$ cat config.mk
export PLATFORM = sky130hd
export DESIGN_NAME = bfr_ctrl
export DESIGN_NICKNAME = d
export VERILOG_FILES = /design/src/hw/rtl/bfr_pkg.sv /design/src/hw/rtl/bfr_ctrl.sv
export SDC_FILE = /design/constraint.sdc
export NUM_CORES = 1
export LEC_CHECK = 0
export BUFFER_PORTS_ARGS = -buffer_cell sky130_fd_sc_hd__buf_2
export CAP_MARGIN = 10
export CORE_AREA = 2 2 39 41
export DETAILED_ROUTE_END_ITERATION = 7
export DIE_AREA = 0 0 41 43
export GPL_TIMING_DRIVEN = 0
export PLACE_DENSITY = 0.58
export SETUP_SLACK_MARGIN = 0.2
export SLEW_MARGIN = 10
export SYNTH_ARGS = -nofsm -noshare
export SYNTH_HDL_FRONTEND = slang
export SYNTH_SLANG_ARGS = --single-unit
$ cat constraint.sdc
create_clock -name clk -period 1.6 [get_ports clk]
set_input_delay 0.08 -clock clk [delete_from_list [all_inputs] [get_ports clk]]
set_output_delay 0.08 -clock clk [all_outputs]
set_load 0.01 [all_outputs]
$ cat src/hw/rtl/bfr_pkg.sv
// ============================================================================
// bfr_pkg
// Shared types and constants of the bitmap font text renderer.
// ============================================================================
package bfr_pkg;

    // Font geometry
    localparam int GLYPH_ROWS  = 16;
    localparam int GLYPH_COUNT = 256;
    localparam int STORE_DEPTH = GLYPH_COUNT * GLYPH_ROWS;
    localparam int STORE_AW    = $clog2(STORE_DEPTH);
    localparam int GLYPH_W     = $clog2(GLYPH_COUNT);

    // Rows emitted per drawn character
    localparam int DRAW_ROWS = 16;
    localparam int ROW_W     = $clog2(DRAW_ROWS);

    // Cursor geometry
    localparam int X_W    = 13;
    localparam int Y_W    = 16;
    localparam int CELL_W = 8;
    localparam int LINE_H = 16;
    localparam logic [Y_W-1:0] Y_MAX = '1;

    // Field widths
    localparam int CODE_W   = 8;
    localparam int GROW_W   = 4;
    localparam int BITS_W   = 8;
    localparam int ADDR_W   = 32;
    localparam int COLOR_W  = 32;
    localparam int SWIDTH_W = 13;
    localparam int PITCH_W  = 14;
    localparam int CFG_IDX_W = 2;
    localparam int CFG_W    = 32;

    // Function codes
    localparam logic [1:0] FUNC_FONT_WR = 2'd0;
    localparam logic [1:0] FUNC_DRAW    = 2'd1;
    localparam logic [1:0] FUNC_HOME    = 2'd2;

    // Character codes
    localparam logic [CODE_W-1:0] CODE_NUL = 8'd0;
    localparam logic [CODE_W-1:0] CODE_TAB = 8'd9;
    localparam logic [CODE_W-1:0] CODE_NL  = 8'd10;

    // Register indexes
    localparam logic [CFG_IDX_W-1:0] CFG_DRAW_COLOR   = 2'd0;
    localparam logic [CFG_IDX_W-1:0] CFG_FRAME_BASE   = 2'd1;
    localparam logic [CFG_IDX_W-1:0] CFG_SCREEN_WIDTH = 2'd2;
    localparam logic [CFG_IDX_W-1:0] CFG_LINE_PITCH   = 2'd3;

    // Register reset values
    localparam logic [COLOR_W-1:0]  RST_DRAW_COLOR   = 32'hFFFF_FFFF;
    localparam logic [ADDR_W-1:0]   RST_FRAME_BASE   = 32'h0;
    localparam logic [SWIDTH_W-1:0] RST_SCREEN_WIDTH = 13'd640;
    localparam logic [PITCH_W-1:0]  RST_LINE_PITCH   = 14'd640;

    typedef enum logic [1:0] {
        ST_IDLE,
        ST_MUL,
        ST_BASE,
        ST_ROWS
    } bfr_state_t;

    typedef struct packed {
        logic font_wr;
        logic cur_clear;
        logic cur_nl;
        logic cur_adv;
        logic glyph_load;
        logic mul;
        logic base;
        logic issue;
    } bfr_cmd_t;

    typedef struct packed {
        logic slot_free;
        logic row_last;
    } bfr_stat_t;

endpackage

$ cat src/hw/rtl/bfr_ctrl.sv
// ============================================================================
// bfr_ctrl
// Sequencer: decodes input words and steps a character through setup and rows.
// ============================================================================
module bfr_ctrl
    import bfr_pkg::*;
(
    input  logic              clk,
    input  logic              rst_n,
    input  logic              in_valid,
    output logic              in_ready,
    input  logic [1:0]        func,
    input  logic [CODE_W-1:0] char_code,
    input  bfr_stat_t         stat,
    output bfr_cmd_t          cmd
);

    bfr_state_t state_reg;
    bfr_state_t state_next;
    logic       accept;

    assign in_ready = (state_reg == ST_IDLE);
    assign accept   = in_valid && in_ready;

    always_ff @(posedge clk or negedge rst_n)
    begin
        if (!rst_n)
        begin
            state_reg <= ST_IDLE;
        end
        else
        begin
            state_reg <= state_next;
        end
    end

    // Next state
    always_comb
    begin
        state_next = state_reg;
        unique case (state_reg)
            ST_IDLE:
            begin
                if (accept && func == FUNC_DRAW && char_code != CODE_NUL
                    && char_code != CODE_NL && char_code != CODE_TAB)
                begin
                    state_next = ST_MUL;
                end
            end
            ST_MUL:  state_next = ST_BASE;
            ST_BASE: state_next = ST_ROWS;
            ST_ROWS:
            begin
                if (stat.slot_free && stat.row_last)
                begin
                    state_next = ST_IDLE;
                end
            end
            default: state_next = ST_IDLE;
        endcase
    end

    // Commands
    always_comb
    begin
        cmd = '0;
        unique case (state_reg)
            ST_IDLE:
            begin
                if (accept)
                begin
                    unique case (func)
                        FUNC_FONT_WR: cmd.font_wr = 1'b1;
                        FUNC_HOME:    cmd.cur_clear = 1'b1;
                        FUNC_DRAW:
                        begin
                            priority if (char_code == CODE_NUL)
                            begin
                                cmd.font_wr = 1'b0;
                            end
                            else if (char_code == CODE_NL)
                            begin
                                cmd.cur_nl = 1'b1;
                            end
                            else if (char_code == CODE_TAB)
                            begin
                                cmd.cur_adv = 1'b1;
                            end
                            else
                            begin
                                cmd.glyph_load = 1'b1;
                            end
                        end
                        default: cmd.font_wr = 1'b0;
                    endcase
                end
            end
            ST_MUL:  cmd.mul = 1'b1;
            ST_BASE:
            begin
                cmd.base    = 1'b1;
                cmd.cur_adv = 1'b1;
            end
            ST_ROWS: cmd.issue = stat.slot_free;
            default: cmd = '0;
        endcase
    end

endmodule

== Word-level counts from Yosys, hierarchy flattened ==
Index checks and enable logic that the tools add are counted.

* Eq/ne operators: 11
* Muxes and demuxes: 18
* Reduce and logical (&&, ||, !) cells: 11

{| class="wikitable"
|+ Operators by type and width
! cell !! count
|-
| 8-bit by 4-bit == test with 1-bit output (second input constant) || 2
|-
| 8-bit by 4-bit != test with 1-bit output (second input constant) || 2
|-
| 1-bit 2-to-1 mux || 9
|-
| 3-bit 2-to-1 mux || 3
|-
| 8-bit logical NOT || 1
|-
| 2-bit one-hot mux with 4 select lines || 1
|-
| 8-bit nonzero test || 1
|-
| 2-bit == test (second input constant) || 3
|-
| 1-bit logical AND || 6
|-
| 2-bit 2-to-1 mux || 3
|-
| 5-bit 2-to-1 mux || 1
|-
| 2-bit by 1-bit == test with 1-bit output (second input constant) || 2
|-
| 2-bit logical NOT || 2
|-
| 2-bit by 1-bit != test with 1-bit output (second input constant) || 1
|-
| 2-bit != test (second input constant) || 1
|-
| 1-bit one-hot mux with 2 select lines || 1
|-
| 2-bit AND reduction || 1
|}

* Register bits: 2
* Bits of input ports: 15
* Output and inout bits: 9
* Word-level logic and storage cells: 41

== Logic depth before layout (Yosys ltp) ==
Gate-level depths: netlist of the first run.

* Depth after elaboration: 8
* Gate-level depth with buffers: 6
* Mapped depth without buffers: 6

== Worst setup path before layout of the first run ==
Ideal clock, no wire load.

* Path type: register to register
* From: register state_reg[0]
* To: register state_reg[1]
* Library setup time: 0.125 ns
* Arrival: 1.424 ns
* Data required time: 1.475 ns
* Setup slack: 0.051 ns
* Stages on the path, launching flop included: 6
* Path buffers: 0
* Path through: dfrtp_1 > inv_1 > ha_1 > a22o_1 > a31oi_2 > mux2_4

* Word-level cells in the longest chain between the ends: 8

{| class="wikitable"
|+ Ends and longest elaborated chain
! item !! RTL line !! source
|-
| start, declared || bfr_ctrl.sv:18 || <nowiki>bfr_state_t state_reg;</nowiki>
|-
| start signal, assigned || bfr_ctrl.sv:33 || <nowiki>state_reg <= state_next;</nowiki>
|-
| 2-bit logical NOT (*) || bfr_ctrl.sv:22 || <nowiki>assign in_ready = (state_reg == ST_IDLE);</nowiki>
|-
| named net in_ready || bfr_ctrl.sv:11 || <nowiki>output logic in_ready,</nowiki>
|-
| 1-bit logical AND || bfr_ctrl.sv:23 || <nowiki>assign accept = in_valid && in_ready;</nowiki>
|-
| 1-bit logical AND (2 in series) || bfr_ctrl.sv:44 || <nowiki>if (accept && func == FUNC_DRAW && char_code != CODE_NUL</nowiki>
|-
| 1-bit logical AND (2 in series) || bfr_ctrl.sv:45 || <nowiki>&& char_code != CODE_NL && char_code != CODE_TAB)</nowiki>
|-
| 2-bit by 1-bit != test with 1-bit output (no line) || -- ||
|-
| 2-bit AND reduction (no line) || -- ||
|}

Mark *: on every way through the listed nets, which the timed path passes. The rest lies on a longest branch.
A chain may end at the register's enable or synchronous reset.

== Worst setup path in the final report of the first run ==
* From: register state_reg[1]
* To: register state_reg[1]

* Word-level cells in the longest chain between the ends: 8

{| class="wikitable"
|+ Ends and longest elaborated chain
! item !! RTL line
|-
| 2-bit logical NOT || bfr_ctrl.sv:22, bfr_ctrl.sv:41
|-
| 1-bit logical AND || bfr_ctrl.sv:23
|-
| 1-bit logical AND (2 in series) || bfr_ctrl.sv:44
|-
| 1-bit logical AND (2 in series) || bfr_ctrl.sv:45
|-
| 2-bit by 1-bit != test with 1-bit output (no line) || --
|-
| 2-bit AND reduction (no line) || --
|}

Parallel ways exist; a longest one is shown, timed or not.

==> results of run 1 <==
[through the flow]
stage	power, mW	cells	hold WS, ns
after floorplan	0.426	32	-0.216
after global placement	0.541	71	-0.134
after detailed placement	0.551	71	-0.134
after CTS	0.848	83	0.158
after global routing	0.919	83	0.171
final	0.835	83	0.163
[metal layers]
layer	vias to the layer above	part of all wire, %	wire [µm]	track usage, %
met3	0	4.8	39	3.14
met5	-	0	0	0
met1	167	38	305	12.5
li1	184	-	-	-
met4	0	0	0	8.00
met2	10	58	468	18.1
[cells in the final DEF (no fill, tap or decap)]
master / count
nand2_1: 2
o21ai_1: 1
and2_1: 1
buf_4: 6
buf_6: 2
mux2_4: 1
nor3b_2: 2
mux2i_1: 1
inv_2: 2
a22o_1: 1
nand2_4: 1
nor3_1: 1
nand4_1: 1
a31oi_2: 1
nor3_4: 1
ha_2: 1
xor2_1: 1
or3_4: 1
nand2b_1: 1
dfrtp_1: 2
a21oi_1: 1
nor2_1: 1
dlygate4sd3_1: 1
o21bai_1: 1
ha_1: 3
clkbuf_4: 3
buf_2: 23
nand3b_1: 2
nor2_4: 1
ha_4: 1
[worst reg2reg max path, cell delays in order (launching register included)]
cell,delay [ns]
dfrtp_1,0.37
inv_2,0.07
ha_4,0.16
buf_4,0.14
a22o_1,0.19
a31oi_2,0.20
mux2_4,0.32
[cells by family after synthesis]
logic type | share of synthesized area (%)
simple gates | 34.2
compound gates | 13.2
fa+ha+maj | 21.4
buf+inv | 2.57
mux | 8.55
flops | 17.1
xor+xnor | 2.99
[repair_timing]
| item | 4_1_cts | 5_1_grt |
|---|---|---|
| endpoints found under the setup margin | 6 | 7 |
| hold buffers | 1 | 0 |
| buffers inserted | 8 | 0 |
| endpoints found under the hold margin | 2 | 0 |
| pin swaps | 8 | 3 |
| gates resized for setup | 8 | 1 |
[power breakdown]
part / leakage (nW) / total (mW) / internal (mW) / switching, mW
sequential: 0.0235 / 0.106 / 0.0806 / 0.0252
combinational: 0.260 / 0.618 / 0.353 / 0.265
clock: 0.0138 / 0.111 / 0.0828 / 0.0286
[how the worst max path moves through the flow]
| stage | slack, ns | cells past startpoint | startpoint | end |
|---|---|---|---|---|
| after global placement | 0.10 | 5 | state_reg[1] | state_reg[1] |
| final | 0.04 | 6 | state_reg[1] | state_reg[1] |
| after global routing | -0.04 | 7 | state_reg[0] | cmd[4] |
| after floorplan | 0.17 | 5 | state_reg[1] | state_reg[1] |
| after detailed placement | 0.09 | 5 | state_reg[1] | state_reg[1] |
| after CTS | 0.05 | 6 | state_reg[1] | state_reg[1] |
[area by class of cell]
type	count	area, µm²
Fill cell	137	816
Multi-Input combinational cell	28	275
Timing Repair Buffer	32	193
Sequential cell	2	50.0
Clock buffer	3	22.5
Tap cell	16	20.0
Inverter	2	7.51
==> flow_summary.ini, run 1 <==
[status]
outcome = finished, final reports clean

[finish]
antenna_cells = 0
final_area_um2 = 568
largest_reg_flops = 2
syn_to_final_growth_pct = 94.0
fin_util_pct = 41.0
drive_gt1_share_pct = 68.7
fin_nets = 89

[routing]
initialDrtViolationCount = 2
viasPerCell = 4.35
postRouteAntennaNets = 0
drc_errors = 0
vias = 361
wirelength_um = 813
wl_per_cell_um = 9.80
drt_first_pass_iters = 4

[global_routing]
grt_overflow = 0
grt_pass1_wl_mm = 1.33
grt_pass1_vias = 336
grt_use_total_pct = 11.5
antenna_found_initial = 0
grt_max_degree = 6

[critical_path]
cp.buffers_inverters = 2
slowest_stage = dfrtp_1
reg2reg_depth = 6
cp-start-kind = register
timing.rr.end = state_reg[1]
cp.required_ns = 1.71
slowest_delay_ns = 0.37
path_class = reg -> reg
cp_data_arrival_time_ns = 1.67
path_cells = inv_2, ha_4, buf_4, a22o_1, a31oi_2, mux2_4
cp_max_fo = 3
crit_family = compound AO/OA/AOI/OAI gates
regToRegSetupSlack_ns = 0.04
critPathCaptureType = register
r2r_start = state_reg[1]

[die]
start_util_pct = 21.2
die_w_um = 41
core_mm2 = 0.00138
die_area_mm2 = 0.00176
pin_count = 24
row_count = 14
fp.dieH_um = 43

[sta]
setup_ws_ns = 0.0405
rsz0062_at_grt = true
finalHoldViolations = 0
finalCritPeriodShare_pct = 97.5
maxSlewViolCount = 0
setup_tns_ns = 0
setup_viol = 0
worstMarginPinSlew_ns = 0.207
fmax_mhz = 641
fin_crit_ns = 1.56
slew_headroom_pct = 86.1
clock_skew_ns = 0.00739

[placed_design]
gp_congestion = 0.628
pre_cts_slack_ns = 0.0888
portBuffers = 23
hpwlAfterDp_um = 581
placed_area_um2 = 440

[clock_tree]
clk_latency_ns = 0.23
h-tree-depth = 1
cts_tree = yes
cts-buffers-inserted = 3
clockBufferDepth = 2
cts_sinks = 2
cts_root_buffer = clkbuf_4
clk_pin_slew_ns = 0.03

[logic_synthesis]
synth_edf_count = 0
synth_cell_type_count = 21
async_flop_share_pct = 100
syn-mean-instance-area_um2 = 9.15
netlist_top_cells_area = ha_1, dfrtp_1, nor3_4
synth_most_common_cell = ha_1
syn_inst = 32
synth-seq-cells = 2
yosysWarnings = 0
yosysSeqAreaShare_pct = 17.1
yosysTopAreaCell = ha_1
synthTopCellsByCount = ha_1, nand2_1
synth_top_area_share_pct = 21.4
synth.cell_area_um2 = 293
synth-main-ff-cell = dfrtp_1
syn-num-nets = 52

[pwr]
p_leak_nw = 0.297
powerDensity_mw_per_mm2 = 1470
ir_worst_vdd_mv = 0.518

[run]
max_cap_violations = 0

[worst_hold_path]
hp-class = in -> async
(Power assumes the default switching activity.)
==> run 2: changes to the inputs <==
--- a/config.mk
+++ b/config.mk
@@ -10,7 +10,6 @@
 export CORE_AREA = 2 2 39 41
 export DETAILED_ROUTE_END_ITERATION = 7
 export DIE_AREA = 0 0 41 43
-export GPL_TIMING_DRIVEN = 0
 export PLACE_DENSITY = 0.58
 export SETUP_SLACK_MARGIN = 0.2
 export SLEW_MARGIN = 10
==> flow_summary.ini, run 2 (synthesis gave the netlist of run 1 again) <==
[sta]
setup_viol = 0
worstMarginPinSlew_ns = 0.294
slew_headroom_pct = 80.2
setup_tns_ns = 0
finalCritPeriodShare_pct = 97.2
finalHoldViolations = 0
maxSlewViolCount = 0
fmax_mhz = 643
rsz0062_at_grt = true
clock_skew_ns = 0.00416
fin_hold_ws_ns = 0.182
fin_crit_ns = 1.56

[routing]
initialDrtViolationCount = 8
drc_errors = 0
met3_length_um = 52
drt_first_pass_iters = 3
wl_per_cell_um = 10.1
wl_met2_um = 464
maxUsedRoutingLayer = met3
postRouteAntennaNets = 0
wirelength_um = 860
vias = 367
wl_met1_um = 343
viasPerCell = 4.32

[critical_path]
cp_data_arrival_time_ns = 1.66
cp.required_ns = 1.70
reg2reg_depth = 6
r2r_start = state_reg[1]
path_class = reg -> reg
regToRegSetupSlack_ns = 0.04
critPathCaptureType = register
crit_start = state_reg[1]
cp-start-kind = register
cp_max_fo = 2
timing.rr.end = state_reg[1]
critPathCapture = state_reg[1]

[die]
row_count = 14
pin_count = 24
fp.dieH_um = 43
start_util_pct = 21.2
core_mm2 = 0.00138
die_area_mm2 = 0.00176
die_w_um = 41

[clock_tree]
cts_root_buffer = clkbuf_4
clk_pin_slew_ns = 0.03
clockBufferDepth = 2
cts_tree = yes
cts-buffers-inserted = 3
clk_latency_ns = 0.22
cts_sinks = 2
h-tree-depth = 1

[global_routing]
grt_pass1_wl_mm = 1.47
grt_use_total_pct = 12.3
grt_pass1_vias = 368
grt_max_degree = 6
grt_overflow = 0
antenna_found_initial = 0

[pwr]
ir_worst_vdd_mv = 0.652
finalPower_uw = 949
powerDensity_mw_per_mm2 = 1540
p_leak_nw = 0.311

[finish]
multi_input_area_um2 = 299
final_area_um2 = 614
regArea_um2 = 50.0
antenna_cells = 0
syn_to_final_growth_pct = 110
mostFrequentLayoutCell = buf_2
instances_no_fill = 85
fillCellCount = 133
fin_nets = 91
drive_gt1_share_pct = 71.0
final_cell_mix = buf_2, buf_4, buf_6
largest_reg_flops = 2

[placed_design]
portBuffers = 23
gp_congestion = 0.634
hpwlAfterDp_um = 563
place_inst = 71
placed_area_um2 = 440

[worst_hold_path]
hp-class = in -> async

[run]
max_cap_violations = 0

[status]
outcome = finished, final reports clean
==> run 2: final cells by class <==
type | count | share of cell area [%]
Tap cell | 16 | 3.26
Sequential cell | 2 | 8.15
Inverter | 2 | 1.22
Timing Repair Buffer | 34 | 35.0
Clock buffer | 3 | 3.67
Multi-Input combinational cell | 28 | 48.7
==> run 2: timing repair <==
item | CTS | global route
hold buffers | 1 | 0
gates resized for setup | 11 | 3
pin swaps | 7 | 4
buffers inserted | 9 | 1
gates cloned | 0 | 0
setup endpoints to repair | 6 | 7
endpoints found under the hold margin | 2 | 0
==> run 2: worst max-delay path, stage by stage, from the launching register on <==
cell     delay [ns]
dfrtp_1        0.38
inv_2          0.07
ha_4           0.17
buf_6          0.11
a22o_1         0.20
a31oi_4        0.18
mux2_4         0.32
==> run 2: worst min-delay path by stage <==
| stage | depth (start not counted) | start | endpoint | slack [ns] |
|---|---|---|---|---|
| 6_report | 2 | rst_n | state_reg[1] | 0.18 |
| 5_1_grt | 2 | rst_n | state_reg[0] | 0.17 |
| 4_1_cts | 2 | rst_n | state_reg[1] | 0.17 |
| 3_5_place_dp | 1 | rst_n | state_reg[0] | -0.13 |
| 3_3_place_gp | 1 | rst_n | state_reg[0] | -0.13 |
| 2_1_floorplan | 0 | rst_n | state_reg[0] | -0.22 |
==> run 2: routing by layer <==
layer | up-vias | GRT usage, %
met5 | - | 0
met4 | 0 | 4.00
met3 | 0 | 3.14
met2 | 12 | 21.3
met1 | 166 | 13.7
li1 | 189 | -
==> run 2: power breakdown <==
part           internal [mW]  switching [mW]  leakage (nW)  total [mW]
Combinational          0.417           0.314         0.274       0.731
Clock                 0.0827          0.0280        0.0138       0.111
Sequential            0.0806          0.0262        0.0235       0.107
==> run 2: through the flow <==
step / utilization (%) / setup WS [ns]
finish: 44.4 / 0.0443
global route: 44.4 / -0.0446
CTS: 42.9 / 0.0339
detailed placement: 31.8 / 0.0987
global placement: 31.8 / 0.111
floorplan: - / 0.170
==> run 3: changes to the inputs <==
==> constraint.sdc (replaced) <==
create_clock -name clk -period 1.6 [get_ports clk]
set_input_delay 0.32 -clock clk [delete_from_list [all_inputs] [get_ports clk]]
set_output_delay 0.32 -clock clk [all_outputs]
set_load 0.01 [all_outputs]
==> flow_summary.ini, run 3 (synthesis gave the netlist of run 1 again) <==
[pwr]
ir_worst_vdd_mv = 0.561
power_frac_seq_pct = 8.9
p_sw_uw = 424
internal_power_uw = 737
p_leak_nw = 0.351
combPwrFrac_pct = 81.7
clkPwrFrac_pct = 9.4
powerDensity_mw_per_mm2 = 1610
finalPower_mw = 1.16
swShare_pct = 36.5

[finish]
antenna_cells = 0
instances_no_fill = 91
final_area_um2 = 721
drive_gt1_share_pct = 78.7
final_cell_mix = buf_2, buf_6, buf_4
largest_reg_flops = 2
mostFrequentLayoutCell = buf_2
syn_to_final_growth_pct = 146
fillCellCount = 128
fin_nets = 97

[die]
die_area_mm2 = 0.00176
pin_count = 24
core_mm2 = 0.00138
start_util_pct = 21.2
fp.dieH_um = 43
die_w_um = 41
row_count = 14

[routing]
postRouteAntennaNets = 0
initialDrtViolationCount = 0
vias = 409
wirelength_mm = 1.02
wl_per_cell_um = 11.3
drc_errors = 0
viasPerCell = 4.49
drt_first_pass_iters = 1

[critical_path]
cp_data_arrival_time_ns = 1.45
critPathCaptureType = output pin
path_class = reg -> out
reg2reg_depth = 6
cp_max_fo = 2
timing.rr.end = state_reg[1]
cp-start-kind = register
r2r_start = state_reg[0]
regToRegSetupSlack_ns = -0.03
cp.required_ns = 1.28

[sta]
fin_crit_ns = 1.77
maxSlewViolCount = 0
slew_headroom_pct = 76.0
finalCritPeriodShare_pct = 111
rsz0062_at_grt = true
setup_ws_ns = -0.173
clock_skew_ns = 0.000828
finalHoldViolations = 0
setup_viol = 7
fmax_mhz = 564
fin_hold_ws_ns = 0.417
worstMarginPinSlew_ns = 0.357

[placed_design]
pre_cts_slack_ns = -0.131
place_inst = 77
portBuffers = 23
placed_area_um2 = 490
hpwlAfterDp_um = 616
gp_congestion = 0.661

[global_routing]
grt_max_degree = 6
grt_pass1_wl_mm = 1.37
antenna_found_initial = 0
grt_pass1_vias = 363
grt_use_total_pct = 11.5
grt_overflow = 0

[clock_tree]
clk_pin_slew_ns = 0.03
cts_root_buffer = clkbuf_4
clockBufferDepth = 2
clk_latency_ns = 0.22
cts-buffers-inserted = 3
cts_sinks = 2
h-tree-depth = 1
cts_tree = yes

[worst_hold_path]
hp-class = in -> async

[run]
max_cap_violations = 0

[status]
violations = negative setup slack
outcome = complete, but fails checks
run 3: changes by cell type in the layout (fill, tap and decap cells not counted), moves of 2 or more:
cell,previous run,this run
buf_2,23,20
buf_4,6,9
buf_6,4,10
ha_4,2,4
ha_1,3,1
run 3: through the flow:
stage / utilization, % / TNS, ns
after floorplan: - / 0
after global routing: 52.1 / -1.27
after detailed placement: 35.4 / -0.233
final: 52.1 / -0.744
after CTS: 45.8 / -0.459
after global placement: 35.4 / -0.178
run 3: power by group through the flow:
| stage | logic [mW] | clock network [mW] | registers, mW |
|---|---|---|---|
| after floorplan | 0.321 | 0 | 0.105 |
| after global placement | 0.516 | 0 | 0.108 |
| after detailed placement | 0.515 | 0 | 0.109 |
| after CTS | 0.774 | 0.115 | 0.0994 |
| after global routing | 1.04 | 0.120 | 0.105 |
| final | 0.949 | 0.109 | 0.103 |
run 3: worst max path at each step:
stage | startpoint | endpoint | slack, ns
CTS | state_reg[0] | cmd[5] | -0.16
finish | state_reg[0] | cmd[5] | -0.17
detailed placement | char_code[2] | cmd[5] | -0.13
global placement | char_code[2] | cmd[5] | -0.10
global route | state_reg[1] | cmd[5] | -0.25
floorplan | char_code[2] | cmd[5] | 0.04
run 3: cell type report:
class                      count  area [µm²]  share of cell area (%)
multi-input combinational     28         330                    45.8
timing repair buffer          40         290                    40.3
sequential                     2        50.0                    6.94
clock buffer                   3        22.5                    3.13
tap                           16        20.0                    2.78
inverter                       2        7.51                    1.04
run 3: worst max-delay path: stages (launching register included):
cell and delay [ns]:
dfrtp_1 0.39, inv_2 0.08, ha_4 0.14, nand2_4 0.05
nor2_4 0.08, nand4_1 0.14, nor3b_2 0.19, buf_2 0.15
run 3: repair_timing:
action,4_1_cts,5_1_grt
hold endpoints to repair,2,0
pin swaps,10,6
endpoints found under the setup margin,10,11
setup buffers,6,4
gates resized for setup,14,11
hold buffers,1,0
run 3: metal layers:
layer | part of all wire (%) | routed length (µm) | vias to the layer above | global-route usage (%)
li1 | - | - | 201 | -
met4 | 1.7 | 17 | 0 | 8.00
met1 | 35 | 361 | 187 | 10.6
met5 | 0 | 0 | - | 0
met2 | 54 | 554 | 19 | 20.9
met3 | 9.0 | 92 | 2 | 1.57
